==> config.mk <==
export PLATFORM = sky130hd
export DESIGN_NAME = calendar_date_add_subtract
export DESIGN_NICKNAME = d
export VERILOG_FILES = /design/src/design/cdas_pkg.sv /design/src/design/cdas_seq.sv /design/src/design/cdas_dp.sv /design/src/design/calendar_date_add_subtract.sv
export SDC_FILE = /design/constraint.sdc
export NUM_CORES = 2
export LEC_CHECK = 0
export ABC_AREA = 1
export BUFFER_PORTS_ARGS = -buffer_cell sky130_fd_sc_hd__clkbuf_2
export CAP_MARGIN = 0
export CORE_ASPECT_RATIO = 1.1
export CORE_MARGIN = 3
export CORE_UTILIZATION = 40
export CTS_CLUSTER_SIZE = 12
export DETAILED_ROUTE_END_ITERATION = 7
export PLACE_DENSITY = 0.64
export SKIP_LAST_GASP = 1
export SLEW_MARGIN = 10
export SYNTH_ARGS = -nofsm -noshare
export SYNTH_HDL_FRONTEND = slang
export SYNTH_SLANG_ARGS = --single-unit
==> constraint.sdc <==
create_clock -name clk -period 18.9 [get_ports clk]
set_clock_uncertainty 0.15 [all_clocks]
set_input_delay 5.67 -clock clk [delete_from_list [all_inputs] [get_ports clk]]
set_output_delay 5.67 -clock clk [all_outputs]
set_load 0.02 [all_outputs]
==> src/design/cdas_pkg.sv <==
// Shared types, constants and tables for the calendar date add/subtract block.
// Holds the microprogram, the month tables and the control word layout.
// Depends on nothing; every other design file refers to it by scoped names.
package cdas_pkg;

  localparam int YEAR_BITS      = 16;
  localparam int DAY_COUNT_BITS = 16;
  localparam int DAY_BITS       = 5;
  localparam int MONTH_BITS     = 4;
  localparam int DOY_BITS       = 9;
  localparam int DIST_BITS      = 25;

  // Day numbers count from Jan 1 of the smallest year; they fit in U_BITS.
  localparam int U_BITS    = 25;
  localparam int ACC_BITS  = U_BITS + 2;
  localparam int PROD_BITS = 2 * U_BITS;

  localparam int DAYS_PER_YEAR = 365;

  // floor(2**RECIP_SHIFT / 365); the quotient it yields is exact or one short.
  localparam int                RECIP_SHIFT = 33;
  localparam logic [U_BITS-1:0] RECIP       = 25'd23534067;

  // Day number of Dec 31 of the largest year.
  localparam logic [U_BITS-1:0]    LAST_DAY_NUM = 25'd23920274;
  localparam logic [DIST_BITS-1:0] DIST_MAX     = '1;
  localparam logic [MONTH_BITS-1:0] LAST_MONTH  = 4'd11;

  typedef enum logic [1:0] {
    OP_LOAD = 2'd0,
    OP_ADD  = 2'd1,
    OP_SUB  = 2'd2,
    OP_DIST = 2'd3
  } op_t;

  typedef enum logic [0:0] {
    SEQ_IDLE,
    SEQ_RUN
  } seq_state_t;

  // Program steps. Load and distance each enter at their own first step; add and subtract share one.
  typedef enum logic [4:0] {
    P_LOAD,
    P_MV_YEAR,
    P_MV_MUL,
    P_MV_ABS,
    P_MV_STEP,
    P_MV_CLAMP,
    P_MV_RECIP,
    P_MV_QUO,
    P_MV_BACK,
    P_MV_REM,
    P_MV_CORR,
    P_MV_LAST,
    P_MV_SEARCH,
    P_MV_WB,
    P_DI_YEAR_A,
    P_DI_MUL_A,
    P_DI_ABS_A,
    P_DI_YEAR_B,
    P_DI_MUL_B,
    P_DI_ABS_B,
    P_DI_WB
  } step_t;

  typedef enum logic [2:0] {
    ACC_HOLD,
    ACC_ABS,
    ACC_STEP,
    ACC_CLAMP,
    ACC_REM,
    ACC_CORR
  } acc_sel_t;

  typedef enum logic [1:0] {
    QUO_HOLD,
    QUO_YEAR,
    QUO_PROD,
    QUO_CORR
  } quo_sel_t;

  typedef enum logic [1:0] {
    MON_HOLD,
    MON_SRC,
    MON_LAST,
    MON_SEARCH
  } mon_sel_t;

  typedef enum logic [1:0] {
    MUL_NONE,
    MUL_YEAR,
    MUL_RECIP
  } mul_sel_t;

  typedef enum logic [1:0] {
    WB_NONE,
    WB_LOAD,
    WB_MOVE,
    WB_DIST
  } wb_sel_t;

  typedef enum logic [0:0] {
    COND_NEVER,
    COND_MS_GT
  } cond_t;

  typedef struct packed {
    acc_sel_t acc_sel;
    quo_sel_t quo_sel;
    mon_sel_t mon_sel;
    mul_sel_t mul_sel;
    logic     src_given;
    logic     save_tmp;
    wb_sel_t  wb_sel;
    cond_t    cond;
    step_t    target;
    logic     last;
  } uword_t;

  typedef struct packed {
    logic [DAY_BITS-1:0]         day;
    logic [MONTH_BITS-1:0]       month;
    logic signed [YEAR_BITS-1:0] year;
    logic                        month_changed;
    logic                        year_changed;
    logic [DIST_BITS-1:0]        distance;
  } result_t;

  function automatic logic [DAY_BITS-1:0] month_len(input logic [MONTH_BITS-1:0] m);
    logic [DAY_BITS-1:0] len;
    case (m)
      4'd1:                      len = 5'd28;
      4'd3, 4'd5, 4'd8, 4'd10:   len = 5'd30;
      default:                   len = 5'd31;
    endcase
    return len;
  endfunction

  function automatic logic [DOY_BITS-1:0] month_start(input logic [MONTH_BITS-1:0] m);
    logic [DOY_BITS-1:0] start;
    case (m)
      4'd0:    start = 9'd0;
      4'd1:    start = 9'd31;
      4'd2:    start = 9'd59;
      4'd3:    start = 9'd90;
      4'd4:    start = 9'd120;
      4'd5:    start = 9'd151;
      4'd6:    start = 9'd181;
      4'd7:    start = 9'd212;
      4'd8:    start = 9'd243;
      4'd9:    start = 9'd273;
      4'd10:   start = 9'd304;
      default: start = 9'd334;
    endcase
    return start;
  endfunction

  function automatic step_t entry_step(input op_t op);
    step_t s;
    case (op)
      OP_LOAD: s = P_LOAD;
      OP_ADD,
      OP_SUB:  s = P_MV_YEAR;
      default: s = P_DI_YEAR_A;
    endcase
    return s;
  endfunction

  // The microprogram. Fields left at zero mean hold, no multiply, no write.
  function automatic uword_t urom(input step_t pc);
    uword_t w;
    w = '0;
    case (pc)
      P_LOAD: begin
        w.wb_sel = WB_LOAD;
        w.last   = 1'b1;
      end
      P_MV_YEAR, P_DI_YEAR_A: begin
        w.quo_sel = QUO_YEAR;
        w.mon_sel = MON_SRC;
      end
      P_MV_MUL, P_DI_MUL_A, P_DI_MUL_B, P_MV_BACK: begin
        w.mul_sel = MUL_YEAR;
      end
      P_MV_ABS, P_DI_ABS_A: begin
        w.acc_sel = ACC_ABS;
      end
      P_MV_STEP: begin
        w.acc_sel = ACC_STEP;
      end
      P_MV_CLAMP: begin
        w.acc_sel = ACC_CLAMP;
      end
      P_MV_RECIP: begin
        w.mul_sel = MUL_RECIP;
      end
      P_MV_QUO: begin
        w.quo_sel = QUO_PROD;
      end
      P_MV_REM: begin
        w.acc_sel = ACC_REM;
      end
      P_MV_CORR: begin
        w.acc_sel = ACC_CORR;
        w.quo_sel = QUO_CORR;
      end
      P_MV_LAST: begin
        w.mon_sel = MON_LAST;
      end
      P_MV_SEARCH: begin
        w.mon_sel = MON_SEARCH;
        w.cond    = COND_MS_GT;
        w.target  = P_MV_SEARCH;
      end
      P_MV_WB: begin
        w.wb_sel = WB_MOVE;
        w.last   = 1'b1;
      end
      P_DI_YEAR_B: begin
        w.quo_sel   = QUO_YEAR;
        w.mon_sel   = MON_SRC;
        w.src_given = 1'b1;
        w.save_tmp  = 1'b1;
      end
      P_DI_ABS_B: begin
        w.acc_sel   = ACC_ABS;
        w.src_given = 1'b1;
      end
      P_DI_WB: begin
        w.wb_sel = WB_DIST;
        w.last   = 1'b1;
      end
      default: begin
        w.last = 1'b1;
      end
    endcase
    return w;
  endfunction

endpackage

==> src/design/cdas_seq.sv <==
// Microcode sequencer: step counter, control store lookup and jump logic.
// Depends on cdas_pkg for the program, the step codes and the control word.
module cdas_seq (
  input  logic             clk,
  input  logic             rst,
  input  logic             start,
  input  cdas_pkg::op_t    opcode,
  input  logic             hold,
  input  logic             ms_gt,
  output cdas_pkg::uword_t uw,
  output logic             exec,
  output logic             busy
);

  cdas_pkg::seq_state_t state, state_next;
  cdas_pkg::step_t      pc, pc_next;
  logic                 taken;

  assign uw    = cdas_pkg::urom(pc);
  assign busy  = (state == cdas_pkg::SEQ_RUN);
  assign taken = (uw.cond == cdas_pkg::COND_MS_GT) && ms_gt;

  always_ff @(posedge clk) begin
    if (rst) begin
      state <= cdas_pkg::SEQ_IDLE;
      pc    <= cdas_pkg::P_LOAD;
    end else begin
      state <= state_next;
      pc    <= pc_next;
    end
  end

  always_comb begin
    state_next = state;
    pc_next    = pc;
    exec       = 1'b0;
    case (state)
      cdas_pkg::SEQ_IDLE: begin
        if (start) begin
          pc_next    = cdas_pkg::entry_step(opcode);
          state_next = cdas_pkg::SEQ_RUN;
        end
      end
      cdas_pkg::SEQ_RUN: begin
        // The closing step waits while the previous result is still unread.
        exec = !(uw.last && hold);
        if (exec) begin
          if (taken) begin
            pc_next = uw.target;
          end else if (uw.last) begin
            state_next = cdas_pkg::SEQ_IDLE;
          end else begin
            pc_next = cdas_pkg::step_t'(pc + 5'd1);
          end
        end
      end
      default: begin
        state_next = cdas_pkg::SEQ_IDLE;
      end
    endcase
  end

endmodule

==> src/design/cdas_dp.sv <==
// Datapath: date state, operand latches, working registers and the shared multiplier.
// Depends on cdas_pkg; driven one control word per cycle by cdas_seq while exec is high.
module cdas_dp (
  input  logic                                        clk,
  input  logic                                        rst,
  input  logic                                        load_in,
  input  cdas_pkg::op_t                               opcode,
  input  logic [cdas_pkg::DAY_COUNT_BITS-1:0]         day_count,
  input  logic [cdas_pkg::DAY_BITS-1:0]               given_day,
  input  logic [cdas_pkg::MONTH_BITS-1:0]             given_month,
  input  logic signed [cdas_pkg::YEAR_BITS-1:0]       given_year,
  input  logic                                        exec,
  input  cdas_pkg::uword_t                            uw,
  output logic                                        ms_gt,
  output cdas_pkg::result_t                           res
);

  localparam int Y  = cdas_pkg::YEAR_BITS;
  localparam int AB = cdas_pkg::ACC_BITS;

  // Operands of the item in progress, normalized on capture.
  cdas_pkg::op_t                        opr;
  logic [cdas_pkg::DAY_COUNT_BITS-1:0]  cnt;
  logic [cdas_pkg::DAY_BITS-1:0]        gd;
  logic [cdas_pkg::MONTH_BITS-1:0]      gm;
  logic signed [Y-1:0]                  gy;

  // Stored date.
  logic [cdas_pkg::DAY_BITS-1:0]        day_reg;
  logic [cdas_pkg::MONTH_BITS-1:0]      month_reg;
  logic signed [Y-1:0]                  year_reg;

  // Working registers.
  logic signed [AB-1:0]                 acc, acc_next;
  logic signed [AB-1:0]                 tmp;
  logic [Y-1:0]                         quo, quo_next;
  logic [cdas_pkg::MONTH_BITS-1:0]      mon, mon_next;
  logic [cdas_pkg::PROD_BITS-1:0]       prod;

  logic                                 mch, ych;
  logic [cdas_pkg::DIST_BITS-1:0]       distance;

  logic [cdas_pkg::MONTH_BITS-1:0]      gm_n;
  logic [cdas_pkg::DAY_BITS-1:0]        ml_n, gd_n;
  logic signed [Y-1:0]                  gy_n;

  logic signed [Y-1:0]                  src_year;
  logic [cdas_pkg::MONTH_BITS-1:0]      src_month;
  logic [cdas_pkg::DAY_BITS-1:0]        src_day;
  logic [Y-1:0]                         src_idx;
  logic                                 src_pos;

  logic [cdas_pkg::DOY_BITS-1:0]        ms_cur;
  logic signed [AB-1:0]                 ms_ext, cnt_ext, prod_ext, day_ext;
  logic                                 rem_big;
  logic [cdas_pkg::U_BITS-1:0]          mul_a, mul_b;

  logic [cdas_pkg::DOY_BITS-1:0]        dom;
  logic [cdas_pkg::DAY_BITS-1:0]        new_day;
  logic signed [Y-1:0]                  new_year;
  logic signed [AB-1:0]                 diff, diff_abs;
  logic [cdas_pkg::DIST_BITS-1:0]       dist_sat;

  // Input normalization: month clipped to december, day clipped into the month,
  // year zero taken as year one.
  always_comb begin
    gm_n = (given_month > cdas_pkg::LAST_MONTH) ? cdas_pkg::LAST_MONTH : given_month;
    ml_n = cdas_pkg::month_len(gm_n);
    if (given_day == '0) begin
      gd_n = 5'd1;
    end else if (given_day > ml_n) begin
      gd_n = ml_n;
    end else begin
      gd_n = given_day;
    end
    gy_n = (given_year == '0) ? Y'(1) : given_year;
  end

  // Year index counts years from the smallest one with no gap at year zero.
  always_comb begin
    src_year  = uw.src_given ? gy : year_reg;
    src_month = uw.src_given ? gm : month_reg;
    src_day   = uw.src_given ? gd : day_reg;
    src_pos   = !src_year[Y-1] && (src_year != '0);
    src_idx   = {~src_year[Y-1], src_year[Y-2:0]} - {{(Y-1){1'b0}}, src_pos};
  end

  always_comb begin
    ms_cur   = cdas_pkg::month_start(mon);
    ms_ext   = $signed({{(AB-cdas_pkg::DOY_BITS){1'b0}}, ms_cur});
    cnt_ext  = $signed({{(AB-cdas_pkg::DAY_COUNT_BITS){1'b0}}, cnt});
    prod_ext = $signed({{(AB-cdas_pkg::U_BITS){1'b0}}, prod[cdas_pkg::U_BITS-1:0]});
    day_ext  = $signed({{(AB-cdas_pkg::DAY_BITS){1'b0}}, src_day});
    ms_gt    = ms_ext > acc;
    rem_big  = acc >= $signed(AB'(cdas_pkg::DAYS_PER_YEAR));
  end

  always_comb begin
    if (uw.mul_sel == cdas_pkg::MUL_YEAR) begin
      mul_a = {{(cdas_pkg::U_BITS-Y){1'b0}}, quo};
      mul_b = cdas_pkg::U_BITS'(cdas_pkg::DAYS_PER_YEAR);
    end else begin
      mul_a = acc[cdas_pkg::U_BITS-1:0];
      mul_b = cdas_pkg::RECIP;
    end
  end

  always_comb begin
    acc_next = acc;
    case (uw.acc_sel)
      cdas_pkg::ACC_ABS:  acc_next = prod_ext + ms_ext + day_ext - AB'(1);
      cdas_pkg::ACC_STEP: acc_next = (opr == cdas_pkg::OP_SUB) ? acc - cnt_ext : acc + cnt_ext;
      cdas_pkg::ACC_CLAMP: begin
        if (acc < 0) begin
          acc_next = '0;
        end else if (acc > $signed({2'b00, cdas_pkg::LAST_DAY_NUM})) begin
          acc_next = $signed({2'b00, cdas_pkg::LAST_DAY_NUM});
        end
      end
      cdas_pkg::ACC_REM:  acc_next = acc - prod_ext;
      cdas_pkg::ACC_CORR: begin
        if (rem_big) begin
          acc_next = acc - $signed(AB'(cdas_pkg::DAYS_PER_YEAR));
        end
      end
      default: acc_next = acc;
    endcase
  end

  always_comb begin
    quo_next = quo;
    case (uw.quo_sel)
      cdas_pkg::QUO_YEAR: quo_next = src_idx;
      cdas_pkg::QUO_PROD: quo_next = prod[cdas_pkg::RECIP_SHIFT +: Y];
      cdas_pkg::QUO_CORR: quo_next = rem_big ? quo + Y'(1) : quo;
      default:            quo_next = quo;
    endcase
  end

  always_comb begin
    mon_next = mon;
    case (uw.mon_sel)
      cdas_pkg::MON_SRC:    mon_next = src_month;
      cdas_pkg::MON_LAST:   mon_next = cdas_pkg::LAST_MONTH;
      cdas_pkg::MON_SEARCH: mon_next = ms_gt ? mon - 4'd1 : mon;
      default:              mon_next = mon;
    endcase
  end

  // Back from day of year and year index to the calendar date.
  always_comb begin
    dom      = acc[cdas_pkg::DOY_BITS-1:0] - ms_cur + 9'd1;
    new_day  = dom[cdas_pkg::DAY_BITS-1:0];
    new_year = $signed({~quo[Y-1], quo[Y-2:0]} + {{(Y-1){1'b0}}, quo[Y-1]});
    diff     = tmp - acc;
    diff_abs = (diff < 0) ? -diff : diff;
    if (diff_abs > $signed({{(AB-cdas_pkg::DIST_BITS){1'b0}}, cdas_pkg::DIST_MAX})) begin
      dist_sat = cdas_pkg::DIST_MAX;
    end else begin
      dist_sat = diff_abs[cdas_pkg::DIST_BITS-1:0];
    end
  end

  always_ff @(posedge clk) begin
    if (load_in) begin
      opr <= opcode;
      cnt <= day_count;
      gd  <= gd_n;
      gm  <= gm_n;
      gy  <= gy_n;
    end
    if (exec) begin
      acc <= acc_next;
      quo <= quo_next;
      mon <= mon_next;
      if (uw.mul_sel != cdas_pkg::MUL_NONE) begin
        prod <= mul_a * mul_b;
      end
      if (uw.save_tmp) begin
        tmp <= acc;
      end
      case (uw.wb_sel)
        cdas_pkg::WB_LOAD: begin
          mch      <= 1'b0;
          ych      <= 1'b0;
          distance <= '0;
        end
        cdas_pkg::WB_MOVE: begin
          ych      <= (new_year != year_reg);
          mch      <= (new_year != year_reg) || (mon != month_reg);
          distance <= '0;
        end
        cdas_pkg::WB_DIST: begin
          mch      <= 1'b0;
          ych      <= 1'b0;
          distance <= dist_sat;
        end
        default: begin
        end
      endcase
    end
  end

  always_ff @(posedge clk) begin
    if (rst) begin
      day_reg   <= 5'd1;
      month_reg <= '0;
      year_reg  <= Y'(1);
    end else if (exec) begin
      case (uw.wb_sel)
        cdas_pkg::WB_LOAD: begin
          day_reg   <= gd;
          month_reg <= gm;
          year_reg  <= gy;
        end
        cdas_pkg::WB_MOVE: begin
          day_reg   <= new_day;
          month_reg <= mon;
          year_reg  <= new_year;
        end
        default: begin
        end
      endcase
    end
  end

  assign res.day           = day_reg;
  assign res.month         = month_reg;
  assign res.year          = year_reg;
  assign res.month_changed = mch;
  assign res.year_changed  = ych;
  assign res.distance      = distance;

  // The stored date is always a real date.
  a_date_valid: assert property (@(posedge clk) disable iff (rst)
    (day_reg >= 5'd1) && (day_reg <= cdas_pkg::month_len(month_reg)) &&
    (month_reg <= cdas_pkg::LAST_MONTH) && (year_reg != '0))
    else $error("stored date out of range");

  // Saturation leaves a day number inside the calendar.
  a_clamp_range: assert property (@(posedge clk) disable iff (rst)
    (exec && (uw.acc_sel == cdas_pkg::ACC_CLAMP)) |=>
    ((acc >= 0) && (acc <= $signed({2'b00, cdas_pkg::LAST_DAY_NUM}))))
    else $error("clamped day number out of range");

  // At write back the remainder is a day of year and the month search has settled.
  a_search_done: assert property (@(posedge clk) disable iff (rst)
    (exec && (uw.wb_sel == cdas_pkg::WB_MOVE)) |->
    ((acc >= 0) && !rem_big && !ms_gt && (mon <= cdas_pkg::LAST_MONTH)))
    else $error("month search not settled at write back");

endmodule

==> src/design/calendar_date_add_subtract.sv <==
// Calendar date add/subtract on a 365-day calendar without leap years or year zero.
// Load, distance and add or subtract each run their own program steps; in add or subtract
// the month search runs one month per cycle, up to 11 extra steps.
// One item at a time: the next word is taken the cycle after the result is registered.
// Synchronous active-high reset: stored date Jan 1 of year 1, sequencer idle, no result.
// Depends on cdas_pkg, cdas_seq and cdas_dp.
module calendar_date_add_subtract (
  input  logic        clk,
  input  logic        rst,
  input  logic        s_tvalid,
  output logic        s_tready,
  // s_tdata, from bit 0: day_count[15:0], given_day[20:16], given_month[24:21],
  // given_year[40:25], zero padding[47:41].
  input  logic [47:0] s_tdata,
  // s_tuser, from bit 0: opcode[1:0].
  input  logic [1:0]  s_tuser,
  output logic        m_tvalid,
  input  logic        m_tready,
  // m_tdata, from bit 0: cur_day[4:0], cur_month[8:5], cur_year[24:9],
  // month_changed[25], year_changed[26], distance[51:27], zero padding[55:52].
  output logic [55:0] m_tdata
);

  // The sequencer walks a short program in its control store; each step's control
  // word tells the datapath which register to load and from where. Add and subtract
  // turn the date into a day number, move it, saturate it, split it back into year
  // and day of year with a reciprocal multiply, then search the month table from
  // December downward. Distance turns both dates into day numbers and subtracts.

  logic              accept;
  logic              busy;
  logic              exec;
  logic              hold;
  logic              ms_gt;
  cdas_pkg::uword_t  uw;
  cdas_pkg::result_t res;
  cdas_pkg::op_t     opcode;

  assign opcode   = cdas_pkg::op_t'(s_tuser);
  assign s_tready = !busy;
  assign accept   = s_tvalid && s_tready;

  // A result waiting for the sink keeps the closing step of the next item from
  // running, so the state and the result register are never overwritten early.
  assign hold = m_tvalid && !m_tready;

  cdas_seq u_seq (
    .clk    (clk),
    .rst    (rst),
    .start  (accept),
    .opcode (opcode),
    .hold   (hold),
    .ms_gt  (ms_gt),
    .uw     (uw),
    .exec   (exec),
    .busy   (busy)
  );

  cdas_dp u_dp (
    .clk         (clk),
    .rst         (rst),
    .load_in     (accept),
    .opcode      (opcode),
    .day_count   (s_tdata[15:0]),
    .given_day   (s_tdata[20:16]),
    .given_month (s_tdata[24:21]),
    .given_year  ($signed(s_tdata[40:25])),
    .exec        (exec),
    .uw          (uw),
    .ms_gt       (ms_gt),
    .res         (res)
  );

  // The result register is the datapath's result fields plus this valid flag.
  always_ff @(posedge clk) begin
    if (rst) begin
      m_tvalid <= 1'b0;
    end else if (exec && uw.last) begin
      m_tvalid <= 1'b1;
    end else if (m_tready) begin
      m_tvalid <= 1'b0;
    end
  end

  assign m_tdata = {4'b0000, res.distance, res.year_changed, res.month_changed,
                    res.year, res.month, res.day};

endmodule

# Word level (Yosys, flattened, before mapping)
# Memory sizes are Yosys's and may differ from the RTL's. A register that Yosys moved wholly into a read port is not among the register bits.
# Index checks and enable logic that the tools add are counted.
# op_classes
mux,49
addsub,16
n_mul,1
n_lt_le_gt_ge,8
n_reduce_logical,42
n_bitwise,3
eq_ne,52
# op_table
op,n
27-bit two-way mux,5
27-bit case mux with 5 select lines,1
25-bit two-way mux,3
27-bit by 26-bit greater-than comparator with 1-bit output (second input constant),2
27-bit by 1-bit less-than comparator with 1-bit output (second input constant),2
25-bit case mux with 2 select lines,1
25-bit by 25-bit multiplier with 49-bit output,1
16-bit case mux with 3 select lines,1
5-bit by 4-bit == test with 1-bit output (second input constant),8
16-bit two-way mux,2
16-bit case mux with 2 select lines,1
5-bit two-way mux,6
27-bit by 17-bit adder with 27-bit output,1
27-bit by 6-bit adder with 27-bit output,1
27-bit by 10-bit greater-or-equal comparator with 1-bit output (second input constant),1
10-bit by 27-bit greater-than comparator with 1-bit output,1
27-bit negator,1
27-bit by 10-bit subtractor with 27-bit output (second input constant),1
27-bit by 17-bit subtractor with 27-bit output,1
27-bit by 2-bit subtractor with 27-bit output (second input constant),1
27-bit by 26-bit subtractor with 27-bit output,1
27-bit subtractor,1
25-bit by 9-bit adder with 26-bit output,1
5-bit == test (second input constant),5
54 further kinds,122
# word_totals
romBits,144
elab_cells,191
ff_bits,225
out_inout_bits,58
memories,1
input_bits,54
# memory_table
memory,words,word_bits,rd,rd_ports_with_merged_regs,write_ports,line,rtl
(no name shown),16,9,1,1,0,cdas_pkg.sv:141,case (m)

# Logic depth before layout (Yosys ltp)
# logic_depth
ltp_word,8
mapped_depth,39
mapped_depth_nobuf,38

# Hierarchy
# From an unflattened synthesis, not the netlist that was laid out.
# unflattened
cells_unflattened,4120
hier_area_um2,32688.9
# modules_own_cells
module,seq_area_each_um2,cells_each,instances,area_each_um2
cdas_dp,6236.0,3976,1,31724.2
cdas_seq,120.1,130,1,873.3
calendar_date_add_subtract,20.0,14,1,91.3

# Least setup slack after synthesis
# Ideal clock, no wire load.
# synth_timing
kind,input port to flip-flop
start,input port m_tready
end,"register u_dp.prod[0] in the netlist's numbering, enable pin"
setup_time_ns,0.464
cell_stages,4
n_path_buf,0
t_arrival_ns,7.983
required_time_ns,18.286
slack_ns,10.303
cell_sequence,nor2_1 nand2_2 nand2_4 a31oi_1
# synth_between
elab_chain_len,6
# synth_rtl
element,line,rtl
start: declaration,calendar_date_add_subtract.sv:18,"input logic m_tready,"
1-bit logical NOT,calendar_date_add_subtract.sv:45,assign hold = m_tvalid && !m_tready;
1-bit logical AND,calendar_date_add_subtract.sv:45,
1-bit logical AND,cdas_seq.sv:46,exec = !(uw.last && hold);
1-bit logical NOT,cdas_seq.sv:46,
1-bit two-way mux,cdas_seq.sv:37,case (state)
2-bit AND reduction (no line),--,
end signal: assignment,cdas_dp.sv:177,prod <= mul_a * mul_b;
end: declaration,cdas_dp.sv:38,logic [cdas_pkg::PROD_BITS-1:0] prod;
# No other way between the ends.
# A chain may end at the register's enable or synchronous reset.

# Final worst setup path
# layout_timing
start,register u_seq.pc[0]
end,"register u_dp.prod[48] in the netlist's numbering, data pin"
# layout_between
elab_chain_len,6
elab_cells_between_ends,11
cone_classes,mul (1); eq/ne (6); mux (3); reduce/logical (1)
# layout_rtl
element,line,rtl
start: declaration,cdas_seq.sv:16,"cdas_pkg::step_t pc, pc_next;"
start signal: assignment,cdas_seq.sv:26,pc <= cdas_pkg::P_LOAD;
start signal: assignment,cdas_seq.sv:29,pc <= pc_next;
"5-bit by 2-bit == test with 1-bit output, or another cell as far along",cdas_pkg.sv:173,case (pc)
4-bit OR reduction,cdas_pkg.sv:173,
2-bit case mux with 2 select lines *,cdas_pkg.sv:173,
2-bit by 1-bit == test with 1-bit output *,cdas_dp.sv:99,if (uw.mul_sel == cdas_pkg::MUL_YEAR) begin
25-bit two-way mux,cdas_dp.sv:99,
25-bit by 25-bit multiplier with 49-bit output *,cdas_dp.sv:177,
# Every way passes the cells marked *; elsewhere a longest branch is shown, timed or not.

==> out/results.ini <==
[status]
outcome = finished, final reports clean

[timing]
worst_slew_pin_slew_ns = 1.07
report.final.hold_viol_count = 0
tns_ns = 0
slew_headroom_pct = 28.2
max_freq_mhz = 107
rsz0062_at_grt = false
period_minus_slack_ns = 9.31
drv_slew = 0
fin_crit_sh_pct = 49.2
setup_violations = 0

[logic_synthesis]
syn_avg_cell_area_um2 = 7.78
yosys.area.top_type = fa_1
netlist_area_um2 = 32900
synth_area_leaders = fa_1 19%, edfxtp_1 17%, ha_1 15%
async_flop_share_pct = 0
yosys_warnings = 0
ys.flop_type = edfxtp_1
yosysUniqueCellTypes = 69
synth_edf_count = 185
syn_inst = 4237
synth_top_area_share_pct = 19.3
yosys-top-cells-count = 945 x inv_1, 764 x nand2_1, 405 x ha_1, 341 x nor2_1, 317 x fa_1
synth_most_common_cell = inv_1
yosysSeqAreaShare_pct = 19.4
ys_ff_latch = 226

[route]
wl_met1_mm = 40.2
top_layer = met4
ant_nets = 0
wl_per_cell_um = 18.1
drt-total-wl_mm = 98.0
drt_iter0_drc = 1849
first_pass_iters = 6
routed-wl-met2_mm = 47.9
drc = 0
viasPerCell = 5.17
routed-via-count = 28031
wl_met3_mm = 5.68

[setup_path]
max_stage_delay_ns = 0.77
arrival_ns = 9.46
critPathCaptureType = flip-flop
critPathRequiredTime_ns = 19.05
startpoint_type = flip-flop
crit_type = flip-flop to flip-flop
path_max_fanout = 25
crit_path_top_delay_cell = nor2_2

[floorplanning]
dieHeight_um = 307
row_count = 109
dieWidth_um = 280
dieArea_um2 = 85800
num_io_pins = 112
core_um2 = 81000
start_util_pct = 40.7

[cts]
clk_path_buf_depth = 3
cts_hold_buf = 0
cts_made_buffers = 29
clk-insertion-delay-late_ns = 0.58
tritoncts = done
postCtsSetupBuffers = 0
clk_pin_slew_worst_paths_ns = 0.06
cts.sinks = 226
cts-root-buf = clkbuf_16
h-tree-depth = 1
post_cts_resized = 0

[global_routing]
first_global_vias = 27623
antenna_found_initial = 0
grt_overflow = 0
track_usage_pct = 22.9
grt_pass1_wl_mm = 153
grt_start_max_net_pins = 47

[placement]
gp_congestion = 0.941
dpl.hpwl_mm = 83.2
port_buffers = 100

[run]
cap_violations = 0

[finish]
largest_register = u_dp.prod
antennaDiodeCount = 0
multi_input_area_um2 = 22700
reg.largest.list = u_dp.prod (41), u_dp.acc (27), u_dp.tmp (27)
layout-drive-gt1-share_pct = 6.48
num-nets-final = 5122
seq_area_um2 = 6380
area_growth_pct = 8.49
largest_register_ffs = 41
nFillCells = 8159

[min_path]
worstHoldPathType = flip-flop to flip-flop

## final cells by class
class	count	area share [%]
repair buffers	133	2.09
inverters	966	10.2
flip-flops and latches	226	17.8
well taps	1054	3.69
multi-input cells	2990	63.5
clock inverters	15	0.522
clock buffers	37	2.23
## layout by cell type (no fill, tap or decap), types with 33 or more instances in the layout
master,netlist,routed
fa_1,317,317
nand2_1,764,764
ha_1,405,405
edfxtp_1,185,185
dfxtp_1,41,41
a21oi_1,247,247
inv_1,945,944
xnor2_1,48,48
o21ai_0,205,205
clkbuf_2,0,100
nor3_1,55,54
xor2_1,117,117
nor2_1,341,338
nand3_1,171,171
buf_4,9,33
nand4_1,37,37
## critical path: cells and delay by family (launching register included)
kind,cells,cell delay [ns]
xor+xnor,1,0.16
buf+inv,8,1.08
compound gates,3,0.58
simple gates,10,2.32
flops,1,0.34
fa+ha+maj,10,4.38
## through the flow
stage	instances	setup WS, ns	area, um2	hold WS [ns]	utilization [%]
after global placement	5369	9.59	34800	0.332	42.9
after detailed placement	5369	9.61	34800	0.349	42.9
after CTS	5421	9.57	35700	0.363	44.1
after global routing	5421	9.02	35700	0.396	44.1
after floorplan	4258	10.30	33000	0.274	-
final	5421	9.59	35700	0.361	44.1
## cell families after synthesis
kind of cell | count (synthesis) | share of synthesized area (%)
simple gates | 1473 | 19.0
buf+inv | 1042 | 12.1
fa+ha+maj | 722 | 34.6
compound gates | 605 | 10.4
flops | 226 | 19.4
xor+xnor | 165 | 4.39
other cells | 2 | 0.0228
mux | 2 | 0.0608
## per-layer routing
layer	vias up	GRT usage [%]
met3	172	2.84
met4	0	8.39
met2	809	40.1
met5	-	0
li1	13667	-
met1	13383	29.1
## path summary, 6_finish.rpt
kind                    from              end  slack (ns)  cells after the start
max              u_seq.pc[0]    u_dp.prod[48]        9.59                     32
min          u_dp.day_reg[0]  u_dp.day_reg[0]        0.36                      2
max reg2reg      u_seq.pc[0]    u_dp.prod[48]        9.59                     32
min reg2reg  u_dp.day_reg[0]  u_dp.day_reg[0]        0.36                      2
Power is left out: the tool's default activity adds up to more than one toggle a clock period on the data nets, which glitch-free logic cannot reach.
